[config.mk]
export PLATFORM = sky130hd
export DESIGN_NAME = block_bump_suballocator_core
export DESIGN_NICKNAME = d
export VERILOG_FILES = /design/src/bbs_pkg.sv /design/src/bbs_modulo.sv /design/src/bbs_datapath.sv /design/src/bbs_ctrl.sv /design/src/block_bump_suballocator_core.sv
export SDC_FILE = /design/constraint.sdc
export NUM_CORES = 2
export LEC_CHECK = 0
export BUFFER_PORTS_ARGS = -buffer_cell sky130_fd_sc_hd__buf_2
export CAP_MARGIN = 20
export CORE_ASPECT_RATIO = 0.7
export CORE_MARGIN = 10
export CORE_UTILIZATION = 60
export CTS_BUF_LIST = sky130_fd_sc_hd__clkbuf_16
export DETAILED_ROUTE_END_ITERATION = 12
export MAX_ROUTING_LAYER = met4
export PLACE_DENSITY = 0.81
export RECOVER_POWER = 25
export SYNTH_ARGS = -nofsm -noshare
export SYNTH_HDL_FRONTEND = slang
export SYNTH_SLANG_ARGS = --single-unit
[constraint.sdc]
create_clock -name clock -period 14.18 [get_ports clock]
set_input_delay 0 -clock clock [delete_from_list [all_inputs] [get_ports clock]]
set_output_delay 0 -clock clock [all_outputs]
set_load 0.02 [all_outputs]
[src/bbs_pkg.sv]
`timescale 1ns / 1ps
package bbs_pkg;

   // table geometry
   localparam int NUM_SLOTS  = 16;
   localparam int OWNER_BITS = 16;
   localparam int SLOT_W     = (NUM_SLOTS > 1) ? $clog2(NUM_SLOTS) : 1;

   // field widths
   localparam int REQ_W   = 104;
   localparam int RSP_W   = 72;
   localparam int CSR_W   = 33;
   localparam int SIZE_W  = 34;

   // modulo unit: one quotient bit per cycle over a 34-bit dividend
   localparam int DIV_STEPS = 34;
   localparam int DIV_CNT_W = $clog2(DIV_STEPS);

   // result status codes
   localparam logic [2:0] ST_PLACED   = 3'd0;
   localparam logic [2:0] ST_OPENED   = 3'd1;
   localparam logic [2:0] ST_FULL     = 3'd2;
   localparam logic [2:0] ST_FREED    = 3'd3;
   localparam logic [2:0] ST_FREE_ERR = 3'd4;

   // request selector
   localparam logic FUNC_ALLOC = 1'b0;

   typedef enum logic [2:0] {
      RSP_TOMB,
      RSP_BUMP,
      RSP_OPEN,
      RSP_FULL,
      RSP_FREE
   } rsp_sel_type;

   typedef struct packed {
      logic        load_req;
      logic        div_start;
      logic        div_sel_fill;
      logic        save_asize;
      logic        save_off;
      logic        idx_clear;
      logic        idx_inc;
      logic        scan_note;
      logic        commit_tomb;
      logic        commit_bump;
      logic        commit_open;
      logic        commit_free;
      logic        rsp_load;
      rsp_sel_type rsp_sel;
   } cmd_type;

   typedef struct packed {
      logic div_done;
      logic idx_last;
      logic match;
      logic tomb;
      logic owners_max;
      logic fits;
      logic free_found;
      logic rsp_busy;
   } stat_type;

endpackage

[src/bbs_modulo.sv]
`timescale 1ns / 1ps
// Restoring remainder unit, one dividend bit per cycle.
module bbs_modulo
   import bbs_pkg::*;
(
   input  logic              clock,
   input  logic              reset,
   input  logic              start,
   input  logic [SIZE_W-1:0] dividend,
   input  logic [31:0]       divisor,
   output logic              done,
   output logic [31:0]       remainder
);

   logic                 busy_ff;
   logic                 done_ff;
   logic [DIV_CNT_W-1:0] cnt_ff;
   logic [SIZE_W-1:0]    dvd_ff;
   logic [31:0]          div_ff;
   logic [31:0]          rem_ff;
   logic [32:0]          trial;
   logic [31:0]          rem_in;

   // shift in next dividend bit, subtract when it fits
   always_comb begin
      trial = {rem_ff, dvd_ff[SIZE_W-1]};
      if (trial >= {1'b0, div_ff}) begin
         rem_in = 32'(trial - {1'b0, div_ff});
      end else begin
         rem_in = trial[31:0];
      end
   end

   // control
   always_ff @(posedge clock) begin
      if (reset) begin
         busy_ff <= 1'b0;
         done_ff <= 1'b0;
         cnt_ff  <= '0;
      end else begin
         done_ff <= 1'b0;
         if (start) begin
            busy_ff <= 1'b1;
            cnt_ff  <= '0;
         end else if (busy_ff) begin
            cnt_ff <= cnt_ff + 1'b1;
            if (cnt_ff == DIV_CNT_W'(DIV_STEPS - 1)) begin
               busy_ff <= 1'b0;
               done_ff <= 1'b1;
            end
         end
      end
   end

   // data
   always_ff @(posedge clock) begin
      if (start) begin
         dvd_ff <= dividend;
         div_ff <= divisor;
         rem_ff <= '0;
      end else if (busy_ff) begin
         dvd_ff <= {dvd_ff[SIZE_W-2:0], 1'b0};
         rem_ff <= rem_in;
      end
   end

   assign done      = done_ff;
   assign remainder = rem_ff;

endmodule

[src/bbs_datapath.sv]
`timescale 1ns / 1ps
// Slot table, request registers, arithmetic and result register.
module bbs_datapath
   import bbs_pkg::*;
(
   input  logic             clock,
   input  logic             reset,
   input  cmd_type          cmd,
   output stat_type         stat,
   input  logic [REQ_W-1:0] req_tdata,
   input  logic             req_tuser,
   input  logic             csr_valid,
   input  logic [CSR_W-1:0] csr_data,
   output logic             rsp_tvalid,
   input  logic             rsp_tready,
   output logic [RSP_W-1:0] rsp_tdata,
   output logic [2:0]       rsp_tuser
);

   // slot table
   logic                  valid_ff [NUM_SLOTS];
   logic                  tomb_ff  [NUM_SLOTS];
   logic [1:0]            kind_ff  [NUM_SLOTS];
   logic [31:0]           mask_ff  [NUM_SLOTS];
   logic [SIZE_W-1:0]     size_ff  [NUM_SLOTS];
   logic [SIZE_W-1:0]     fill_ff  [NUM_SLOTS];
   logic [OWNER_BITS-1:0] owners_ff[NUM_SLOTS];

   // request and work registers
   logic [CSR_W-1:0]  min_size_ff;
   logic [1:0]        rkind_ff;
   logic [31:0]       rsize_ff;
   logic [31:0]       ralign_ff;
   logic [31:0]       rmask_ff;
   logic [3:0]        rslot_ff;
   logic              rin_range_ff;
   logic [SLOT_W-1:0] idx_ff;
   logic [SIZE_W-1:0] asize_ff;
   logic [SIZE_W:0]   off_ff;
   logic              ff_found_ff;
   logic [SLOT_W-1:0] ff_idx_ff;

   // result register
   logic        rsp_valid_ff;
   logic [2:0]  rsp_status_ff;
   logic [3:0]  rsp_slot_ff;
   logic [32:0] rsp_off_ff;
   logic [32:0] rsp_nsize_ff;

   logic [SIZE_W-1:0] div_dvd;
   logic              div_done;
   logic [31:0]       div_rem;
   logic [SIZE_W:0]   rounded;
   logic [SIZE_W+1:0] off_end;
   logic [32:0]       nsize;
   logic [32:0]       dbl_size;
   logic [SLOT_W+3:0] rel_ext;
   logic [SLOT_W+3:0] idx_ext;
   logic [SLOT_W+3:0] ff_ext;
   logic              free_ok;

   // field unpack helpers
   assign rel_ext = {{SLOT_W{1'b0}}, req_tdata[101:98]};
   assign idx_ext = {4'b0, idx_ff};
   assign ff_ext  = {4'b0, ff_idx_ff};

   // modulo operand select
   assign div_dvd = cmd.div_sel_fill ? fill_ff[idx_ff] : {2'b0, rsize_ff};

   bbs_modulo u_modulo (
      .clock     (clock),
      .reset     (reset),
      .start     (cmd.div_start),
      .dividend  (div_dvd),
      .divisor   (ralign_ff),
      .done      (div_done),
      .remainder (div_rem)
   );

   // round up to alignment
   always_comb begin
      if (div_rem != 32'd0) begin
         rounded = {1'b0, div_dvd} + {3'b0, ralign_ff} - {3'b0, div_rem};
      end else begin
         rounded = {1'b0, div_dvd};
      end
   end

   assign off_end  = {1'b0, off_ff} + {2'b0, asize_ff};
   assign dbl_size = {rsize_ff, 1'b0};
   assign nsize    = (dbl_size < min_size_ff) ? min_size_ff : dbl_size;
   assign free_ok  = rin_range_ff && valid_ff[idx_ff] && !tomb_ff[idx_ff]
                     && (owners_ff[idx_ff] != '0);

   // status to controller
   always_comb begin
      stat.div_done   = div_done;
      stat.idx_last   = (idx_ff == SLOT_W'(NUM_SLOTS - 1));
      stat.match      = valid_ff[idx_ff] && (kind_ff[idx_ff] == rkind_ff)
                        && (mask_ff[idx_ff] == rmask_ff)
                        && (size_ff[idx_ff] >= asize_ff);
      stat.tomb       = tomb_ff[idx_ff];
      stat.owners_max = (owners_ff[idx_ff] == {OWNER_BITS{1'b1}});
      stat.fits       = (off_end <= {2'b0, size_ff[idx_ff]});
      stat.free_found = ff_found_ff;
      stat.rsp_busy   = rsp_valid_ff && !rsp_tready;
   end

   // configuration register
   always_ff @(posedge clock) begin
      if (reset) begin
         min_size_ff <= CSR_W'(1048576);
      end else if (csr_valid) begin
         min_size_ff <= csr_data;
      end
   end

   // request capture, scan index and work registers
   always_ff @(posedge clock) begin
      if (cmd.load_req) begin
         rkind_ff     <= req_tdata[1:0];
         rsize_ff     <= req_tdata[33:2];
         ralign_ff    <= (req_tdata[65:34] == 32'd0) ? 32'd1 : req_tdata[65:34];
         rmask_ff     <= req_tdata[97:66];
         rslot_ff     <= req_tdata[101:98];
         rin_range_ff <= ({28'd0, req_tdata[101:98]} < 32'(NUM_SLOTS));
         idx_ff       <= (req_tuser == FUNC_ALLOC) ? '0 : rel_ext[SLOT_W-1:0];
      end else if (cmd.idx_clear) begin
         idx_ff <= '0;
      end else if (cmd.idx_inc) begin
         idx_ff <= idx_ff + 1'b1;
      end
      if (cmd.save_asize) begin
         asize_ff <= rounded[SIZE_W-1:0];
      end
      if (cmd.save_off) begin
         off_ff <= rounded;
      end
      if (cmd.scan_note && !valid_ff[idx_ff] && !ff_found_ff) begin
         ff_idx_ff <= idx_ff;
      end
   end

   // first empty slot seen during the scan
   always_ff @(posedge clock) begin
      if (reset || cmd.load_req) begin
         ff_found_ff <= 1'b0;
      end else if (cmd.scan_note && !valid_ff[idx_ff]) begin
         ff_found_ff <= 1'b1;
      end
   end

   // slot flags
   always_ff @(posedge clock) begin
      if (reset) begin
         for (int i = 0; i < NUM_SLOTS; i++) begin
            valid_ff[i] <= 1'b0;
            tomb_ff[i]  <= 1'b0;
         end
      end else begin
         if (cmd.commit_tomb) begin
            tomb_ff[idx_ff] <= 1'b0;
         end
         if (cmd.commit_open) begin
            valid_ff[ff_idx_ff] <= 1'b1;
            tomb_ff[ff_idx_ff]  <= 1'b0;
         end
         if (cmd.commit_free) begin
            // drop every tombstoned block first
            for (int i = 0; i < NUM_SLOTS; i++) begin
               if (valid_ff[i] && tomb_ff[i]) begin
                  valid_ff[i] <= 1'b0;
                  tomb_ff[i]  <= 1'b0;
               end
            end
            if (free_ok && (owners_ff[idx_ff] == OWNER_BITS'(1))) begin
               tomb_ff[idx_ff] <= 1'b1;
            end
         end
      end
   end

   // slot payload
   always_ff @(posedge clock) begin
      if (cmd.commit_tomb) begin
         fill_ff[idx_ff]   <= asize_ff;
         owners_ff[idx_ff] <= OWNER_BITS'(1);
      end
      if (cmd.commit_bump) begin
         fill_ff[idx_ff]   <= off_end[SIZE_W-1:0];
         owners_ff[idx_ff] <= owners_ff[idx_ff] + 1'b1;
      end
      if (cmd.commit_open) begin
         kind_ff[ff_idx_ff]   <= rkind_ff;
         mask_ff[ff_idx_ff]   <= rmask_ff;
         size_ff[ff_idx_ff]   <= {1'b0, nsize};
         fill_ff[ff_idx_ff]   <= asize_ff;
         owners_ff[ff_idx_ff] <= OWNER_BITS'(1);
      end
      if (cmd.commit_free && free_ok) begin
         owners_ff[idx_ff] <= owners_ff[idx_ff] - 1'b1;
      end
   end

   // result register handshake
   always_ff @(posedge clock) begin
      if (reset) begin
         rsp_valid_ff <= 1'b0;
      end else if (cmd.rsp_load) begin
         rsp_valid_ff <= 1'b1;
      end else if (rsp_tready) begin
         rsp_valid_ff <= 1'b0;
      end
   end

   // result contents
   always_ff @(posedge clock) begin
      if (cmd.rsp_load) begin
         rsp_off_ff   <= '0;
         rsp_nsize_ff <= '0;
         rsp_slot_ff  <= idx_ext[3:0];
         unique case (cmd.rsp_sel)
            RSP_TOMB: begin
               rsp_status_ff <= ST_PLACED;
            end
            RSP_BUMP: begin
               rsp_status_ff <= ST_PLACED;
               rsp_off_ff    <= off_ff[32:0];
            end
            RSP_OPEN: begin
               rsp_status_ff <= ST_OPENED;
               rsp_slot_ff   <= ff_ext[3:0];
               rsp_nsize_ff  <= nsize;
            end
            RSP_FULL: begin
               rsp_status_ff <= ST_FULL;
               rsp_slot_ff   <= 4'd0;
            end
            RSP_FREE: begin
               rsp_status_ff <= free_ok ? ST_FREED : ST_FREE_ERR;
               rsp_slot_ff   <= rslot_ff;
            end
            default: begin
               rsp_status_ff <= ST_FULL;
            end
         endcase
      end
   end

   assign rsp_tvalid = rsp_valid_ff;
   assign rsp_tuser  = rsp_status_ff;
   assign rsp_tdata  = {2'b0, rsp_nsize_ff, rsp_off_ff, rsp_slot_ff};

endmodule

[src/bbs_ctrl.sv]
`timescale 1ns / 1ps
// Request sequencer: alignment, slot scan, commit and result.
module bbs_ctrl
   import bbs_pkg::*;
(
   input  logic     clock,
   input  logic     reset,
   input  logic     req_tvalid,
   input  logic     req_tuser,
   output logic     req_tready,
   input  stat_type stat,
   output cmd_type  cmd
);

   typedef enum logic [3:0] {
      S_IDLE,
      S_ASZ,
      S_ASZ_WAIT,
      S_SCAN,
      S_OFF_WAIT,
      S_CHECK,
      S_TOMB,
      S_BUMP,
      S_END,
      S_FREE
   } state_type;

   state_type state_ff;
   state_type state_in;

   // next state and commands
   always_comb begin
      state_in = state_ff;
      cmd      = '0;
      cmd.rsp_sel = RSP_FULL;
      unique case (state_ff)
         S_IDLE: begin
            if (req_tvalid) begin
               cmd.load_req = 1'b1;
               state_in     = (req_tuser == FUNC_ALLOC) ? S_ASZ : S_FREE;
            end
         end
         S_ASZ: begin
            cmd.div_start = 1'b1;
            state_in      = S_ASZ_WAIT;
         end
         S_ASZ_WAIT: begin
            if (stat.div_done) begin
               cmd.save_asize = 1'b1;
               cmd.idx_clear  = 1'b1;
               state_in       = S_SCAN;
            end
         end
         S_SCAN: begin
            cmd.scan_note = 1'b1;
            priority if (stat.match && stat.tomb) begin
               state_in = S_TOMB;
            end else if (stat.match && !stat.owners_max) begin
               cmd.div_start    = 1'b1;
               cmd.div_sel_fill = 1'b1;
               state_in         = S_OFF_WAIT;
            end else if (stat.idx_last) begin
               state_in = S_END;
            end else begin
               cmd.idx_inc = 1'b1;
            end
         end
         S_OFF_WAIT: begin
            cmd.div_sel_fill = 1'b1;
            if (stat.div_done) begin
               cmd.save_off = 1'b1;
               state_in     = S_CHECK;
            end
         end
         S_CHECK: begin
            priority if (stat.fits) begin
               state_in = S_BUMP;
            end else if (stat.idx_last) begin
               state_in = S_END;
            end else begin
               cmd.idx_inc = 1'b1;
               state_in    = S_SCAN;
            end
         end
         S_TOMB: begin
            cmd.rsp_sel = RSP_TOMB;
            if (!stat.rsp_busy) begin
               cmd.commit_tomb = 1'b1;
               cmd.rsp_load    = 1'b1;
               state_in        = S_IDLE;
            end
         end
         S_BUMP: begin
            cmd.rsp_sel = RSP_BUMP;
            if (!stat.rsp_busy) begin
               cmd.commit_bump = 1'b1;
               cmd.rsp_load    = 1'b1;
               state_in        = S_IDLE;
            end
         end
         S_END: begin
            cmd.rsp_sel = stat.free_found ? RSP_OPEN : RSP_FULL;
            if (!stat.rsp_busy) begin
               cmd.commit_open = stat.free_found;
               cmd.rsp_load    = 1'b1;
               state_in        = S_IDLE;
            end
         end
         S_FREE: begin
            cmd.rsp_sel = RSP_FREE;
            if (!stat.rsp_busy) begin
               cmd.commit_free = 1'b1;
               cmd.rsp_load    = 1'b1;
               state_in        = S_IDLE;
            end
         end
         default: begin
            state_in = S_IDLE;
         end
      endcase
   end

   // state register
   always_ff @(posedge clock) begin
      if (reset) begin
         state_ff <= S_IDLE;
      end else begin
         state_ff <= state_in;
      end
   end

   assign req_tready = (state_ff == S_IDLE);

endmodule

[src/block_bump_suballocator_core.sv]
`timescale 1ns / 1ps
// Bump-pointer block suballocator over a 16-slot block table. One request is
// worked at a time. A release commits and loads its result in the release
// state once the result register is free, and the next request is then taken
// in idle. An allocation first rounds its size up to the alignment in the
// bit-serial remainder unit, then scans the slots one per cycle. Each block
// that matches, is not tombstoned and is below the owner limit costs another
// remainder pass to align its fill offset. A waiting result delays only the
// final commit step. The user must write min_block_size on the csr channel
// only while no request is in flight; the block itself does not enforce this.
module block_bump_suballocator_core
   import bbs_pkg::*;
(
   input  logic             clock,
   input  logic             reset,
   // alloc_kind[1:0], request_size[33:2], alignment[65:34],
   // memory_type_mask[97:66], release_slot[101:98]
   input  logic [REQ_W-1:0] req_tdata,
   // func[0]
   input  logic             req_tuser,
   input  logic             req_tvalid,
   output logic             req_tready,
   // block_slot[3:0], region_offset[36:4], new_block_size[69:37]
   output logic [RSP_W-1:0] rsp_tdata,
   // status[2:0]
   output logic [2:0]       rsp_tuser,
   output logic             rsp_tvalid,
   input  logic             rsp_tready,
   input  logic             csr_valid,
   output logic             csr_ready,
   input  logic [CSR_W-1:0] csr_data
);

   cmd_type  cmd;
   stat_type stat;

   assign csr_ready = 1'b1;

   bbs_ctrl u_ctrl (
      .clock      (clock),
      .reset      (reset),
      .req_tvalid (req_tvalid),
      .req_tuser  (req_tuser),
      .req_tready (req_tready),
      .stat       (stat),
      .cmd        (cmd)
   );

   bbs_datapath u_datapath (
      .clock      (clock),
      .reset      (reset),
      .cmd        (cmd),
      .stat       (stat),
      .req_tdata  (req_tdata),
      .req_tuser  (req_tuser),
      .csr_valid  (csr_valid),
      .csr_data   (csr_data),
      .rsp_tvalid (rsp_tvalid),
      .rsp_tready (rsp_tready),
      .rsp_tdata  (rsp_tdata),
      .rsp_tuser  (rsp_tuser)
   );

endmodule

==> impl_metrics.env <==
export IMPL_outcome="finished, violations left"
export IMPL_violated_checks="capacitance limit, slew limit"
export IMPL_global_route_overflow_total=0
export IMPL_clock_skew_final_ns=0.0475
export IMPL_fin_setup_tns_ns=0
export IMPL_critPathArrivalTime_ns=11.25
export IMPL_final_max_slew_viol_count=324
export IMPL_die_area_mm2=0.182
export IMPL_synth_seq_area_share_pct=69.0
export IMPL_startpoint_type="flop"
export IMPL_cts_htree_levels=4
export IMPL_cts_tree="done"
export IMPL_synthFlopType="sky130_fd_sc_hd__edfxtp_1"
export IMPL_bufs_on_longest_clock_path=3
export IMPL_peakVddDrop_uv=170
export IMPL_post_synthesis_async_set_or_reset_flop_share_pct=0
export IMPL_row_count=124
export IMPL_cts_buffers_inserted=204
export IMPL_path_clk_slew_ns=0.07
export IMPL_yosys_warnings=0
export IMPL_detailed_place_area_mm2=0.103
export IMPL_detailed_routing_iteration_count_for_the_pre_antenna_repair_pass=7
export IMPL_ys_seq_elements=2305
export IMPL_ys_top_cells_by_area="sky130_fd_sc_hd__edfxtp_1 67%, sky130_fd_sc_hd__mux4_2 12%, sky130_fd_sc_hd__ha_1 2.6%"
export IMPL_design_portCount=221
export IMPL_post_synth_num_cell_types=99
export IMPL_post_cts_setup_buffer_count=0
export IMPL_final_critical_path_required_period_ns=10.63
export IMPL_gp_congestion=0.962
export IMPL_finalWirelength_mm=275
export IMPL_critical_path_required_ns=14.80
export IMPL_worst_path_max_fanout=83
export IMPL_element_type_at_the_critical_path_end="flop"
export IMPL_final_setup_violations=0
export IMPL_most_frequent_cell_after_synthesis="sky130_fd_sc_hd__edfxtp_1"
export IMPL_global_route_usage_total_pct=30.6
export IMPL_min_period_over_period_pct=75.0
export IMPL_classification_of_the_worst_setup_path="reg -> reg"
export IMPL_post_route_cells_drive_above_1_share_pct=18.3
export IMPL_area_growth_pct=13.4
export IMPL_grt_pass1_wl_mm=401
export IMPL_rrSetupSlack_ns=3.55
export IMPL_placed_cells_incl_taps=8040
export IMPL_number_of_remaining_drc_errors=0
export IMPL_synth_edff_count=2206
export IMPL_initial_utilization_pct=60.5
export IMPL_number_of_vias_per_cell_after_detailed_routing=6.73
export IMPL_cts_root_buffer_cell="sky130_fd_sc_hd__clkbuf_16"
export IMPL_timing_hold_worst_class="in -> reg"
export IMPL_stdcell_area_mm2=0.112
export IMPL_filler_cell_count=9989
export IMPL_transition_time_of_the_tightest_slew_check_pin_ns=4.89
export IMPL_number_of_endpoints_with_negative_hold_slack_in_the_final_report=0
export IMPL_synthCells=5774
export IMPL_synth_top_cell_area_share_pct=67.0
export IMPL_maxClockFrequency_mhz=94.1
export IMPL_first_global_vias=58600
export IMPL_fp_dieW_um=505
export IMPL_cts_resized=0
export IMPL_core_mm2=0.164
export IMPL_cap_viol_max_count=8
export IMPL_clk_insertion_delay_late_ns=0.88
export IMPL_routed_via_count=58800
export IMPL_rsz_0062_raised_after_global_routing="false"
export IMPL_wl_per_cell_um=31.4
export IMPL_pin_count_of_the_biggest_net_entering_global_routing=141
export IMPL_cts_sink_count=2305
export IMPL_yosys_area_top_type="sky130_fd_sc_hd__edfxtp_1"
export IMPL_port_buffers=215
export IMPL_layout_cells_non_filler=8745
export IMPL_pwr_density_cell_mw_per_mm2=204
export IMPL_total_leakage_power_nw=38.0
export IMPL_synthesis_area_per_instance_um2=17.1
export IMPL_yosys_top_cells_count="2206 x sky130_fd_sc_hd__edfxtp_1, 508 x sky130_fd_sc_hd__mux4_2, 350 x sky130_fd_sc_hd__nand2_1"
export IMPL_cts_hold_buffers_added=310
export IMPL_maxSlewHeadroom_pct=-226
export IMPL_initialDrtViolationCount=8942
export IMPL_synthesis_area_mm2=0.0989
export IMPL_ant_nets=0
export IMPL_place_hpwl_mm=159
export IMPL_die_height_um=360
export IMPL_num_nets_final=6752
export IMPL_antenna_found_initial=13
sequential cells by signal (all words and copies together), names as in the netlist, 34 cells and up, named ones only:
| signal | count |
|---|---|
| u_datapath.owners_ff | 256 |
| u_datapath.asize_ff | 34 |
| u_datapath.mask_ff | 512 |
| u_datapath.fill_ff | 544 |
| u_datapath.off_ff | 35 |
| u_datapath.u_modulo.dvd_ff | 34 |
| u_datapath.size_ff | 528 |
kinds of logic after synthesis:
family / Yosys count / synth area share (%)
multiplexers: 773 / 14.5
XOR/XNOR: 133 / 1.18
AO/OA/AOI/OAI: 725 / 4.59
buffers and inverters: 522 / 2.25
flip-flops: 2305 / 69.0
AND/OR/NAND/NOR: 1072 / 5.16
adder cells (fa/ha/maj): 242 / 3.32
other: 2 / 0.00759
where the power goes:
| group | switching [W] | leakage [nW] | total, W | internal [W] |
|---|---|---|---|---|
| logic | 0.00515 | 14.0 | 0.00864 | 0.00349 |
| registers | 0.000453 | 20.8 | 0.00888 | 0.00843 |
| clock network | 0.00253 | 3.24 | 0.00533 | 0.00280 |
per-stage QoR:
stage | hold WS [ns] | util [%] | setup WS, ns | total power [W]
4_1_cts | 0.0184 | 68.6 | 3.80 | 0.0226
5_1_grt | 0.0672 | 68.6 | 3.12 | 0.0238
3_5_place_dp | 0.178 | 62.9 | 3.82 | 0.0172
2_1_floorplan | 0.0989 | - | 5.06 | 0.0148
3_3_place_gp | 0.176 | 62.8 | 3.80 | 0.0170
6_report | 0.0568 | 68.6 | 3.55 | 0.0229
placed cells by master, fill, tap and decap left out, types with 24 or more instances in the layout:
master	count
sky130_fd_sc_hd__dfxtp_1	94
sky130_fd_sc_hd__nor2_1	248
sky130_fd_sc_hd__buf_4	127
sky130_fd_sc_hd__a211oi_1	51
sky130_fd_sc_hd__buf_2	99
sky130_fd_sc_hd__clkinv_1	48
sky130_fd_sc_hd__nand2b_1	38
sky130_fd_sc_hd__fa_1	34
sky130_fd_sc_hd__and3_1	80
sky130_fd_sc_hd__a21oi_1	210
sky130_fd_sc_hd__mux2_4	24
sky130_fd_sc_hd__inv_1	269
sky130_fd_sc_hd__nand4_1	43
sky130_fd_sc_hd__nand3_1	65
sky130_fd_sc_hd__nor4_1	24
sky130_fd_sc_hd__xnor2_1	98
sky130_fd_sc_hd__mux4_2	508
sky130_fd_sc_hd__xor2_1	35
sky130_fd_sc_hd__nor2b_1	30
sky130_fd_sc_hd__clkbuf_1	129
sky130_fd_sc_hd__nor3_1	44
sky130_fd_sc_hd__a31oi_1	56
sky130_fd_sc_hd__o21ai_0	161
sky130_fd_sc_hd__nor2_4	28
sky130_fd_sc_hd__mux2_2	63
sky130_fd_sc_hd__dlygate4sd3_1	310
sky130_fd_sc_hd__clkbuf_16	205
sky130_fd_sc_hd__and2_1	48
sky130_fd_sc_hd__mux2i_1	170
sky130_fd_sc_hd__edfxtp_1	2206
sky130_fd_sc_hd__a21o_1	61
sky130_fd_sc_hd__ha_1	208
sky130_fd_sc_hd__nand2_1	350
sky130_fd_sc_hd__clkinv_2	36
worst paths after layout:
check	start	to	depth (start not counted)
worst max-delay path	flop	u_datapath.off_ff[34]	27
worst min-delay path	req_tdata[41]	u_datapath.ralign_ff[0]	5
worst max register to register	flop	u_datapath.off_ff[34]	27
worst min register to register	u_datapath.ralign_ff[8]	u_datapath.u_modulo.div_ff[8]	0
area by class of cell:
cell class / instances / area (um2) / area share (%)
Sequential cell: 2305 / 68200 / 60.8
Multi-Input combinational cell: 2948 / 28800 / 25.6
Timing Repair Buffer: 678 / 5250 / 4.68
Clock buffer: 205 / 5130 / 4.57
Tap cell: 2205 / 2760 / 2.46
Clock inverter: 165 / 1180 / 1.05
Inverter: 230 / 871 / 0.776
Antenna cell: 9 / 22.5 / 0.0201
metal layers:
layer  global-route usage (%)  share of wire, %
met1                     41.0                36
met2                     45.3                46
met3                     8.51                14
met4                     11.4               4.2
met5                        -                 0
worst max-delay path: stages, from the launching register on:
cell	delay [ns]
sky130_fd_sc_hd__dfxtp_4	0.70
sky130_fd_sc_hd__buf_12	0.60
sky130_fd_sc_hd__mux4_2	0.60
sky130_fd_sc_hd__mux4_2	0.56
sky130_fd_sc_hd__ha_1	0.32
sky130_fd_sc_hd__a21oi_1	0.12
sky130_fd_sc_hd__o21ai_0	0.09
sky130_fd_sc_hd__a2111oi_0	0.87
sky130_fd_sc_hd__o21ai_0	0.37
sky130_fd_sc_hd__a2111oi_0	0.94
sky130_fd_sc_hd__nor3_1	0.23
sky130_fd_sc_hd__o2111ai_2	0.47
sky130_fd_sc_hd__o21bai_4	0.07
sky130_fd_sc_hd__buf_4	0.26
sky130_fd_sc_hd__mux2_2	0.37
sky130_fd_sc_hd__fa_1	0.54
sky130_fd_sc_hd__fa_1	0.50
sky130_fd_sc_hd__a211oi_1	0.35
sky130_fd_sc_hd__o21ai_0	0.25
sky130_fd_sc_hd__a31o_2	0.35
sky130_fd_sc_hd__o2111ai_1	0.27
sky130_fd_sc_hd__a21oi_1	0.20
sky130_fd_sc_hd__o211ai_1	0.26
sky130_fd_sc_hd__o21ai_0	0.18
sky130_fd_sc_hd__o31ai_1	0.35
sky130_fd_sc_hd__a21oi_1	0.14
sky130_fd_sc_hd__xnor2_1	0.14
sky130_fd_sc_hd__and2_1	0.14
Power figures use the tool's default switching activity.
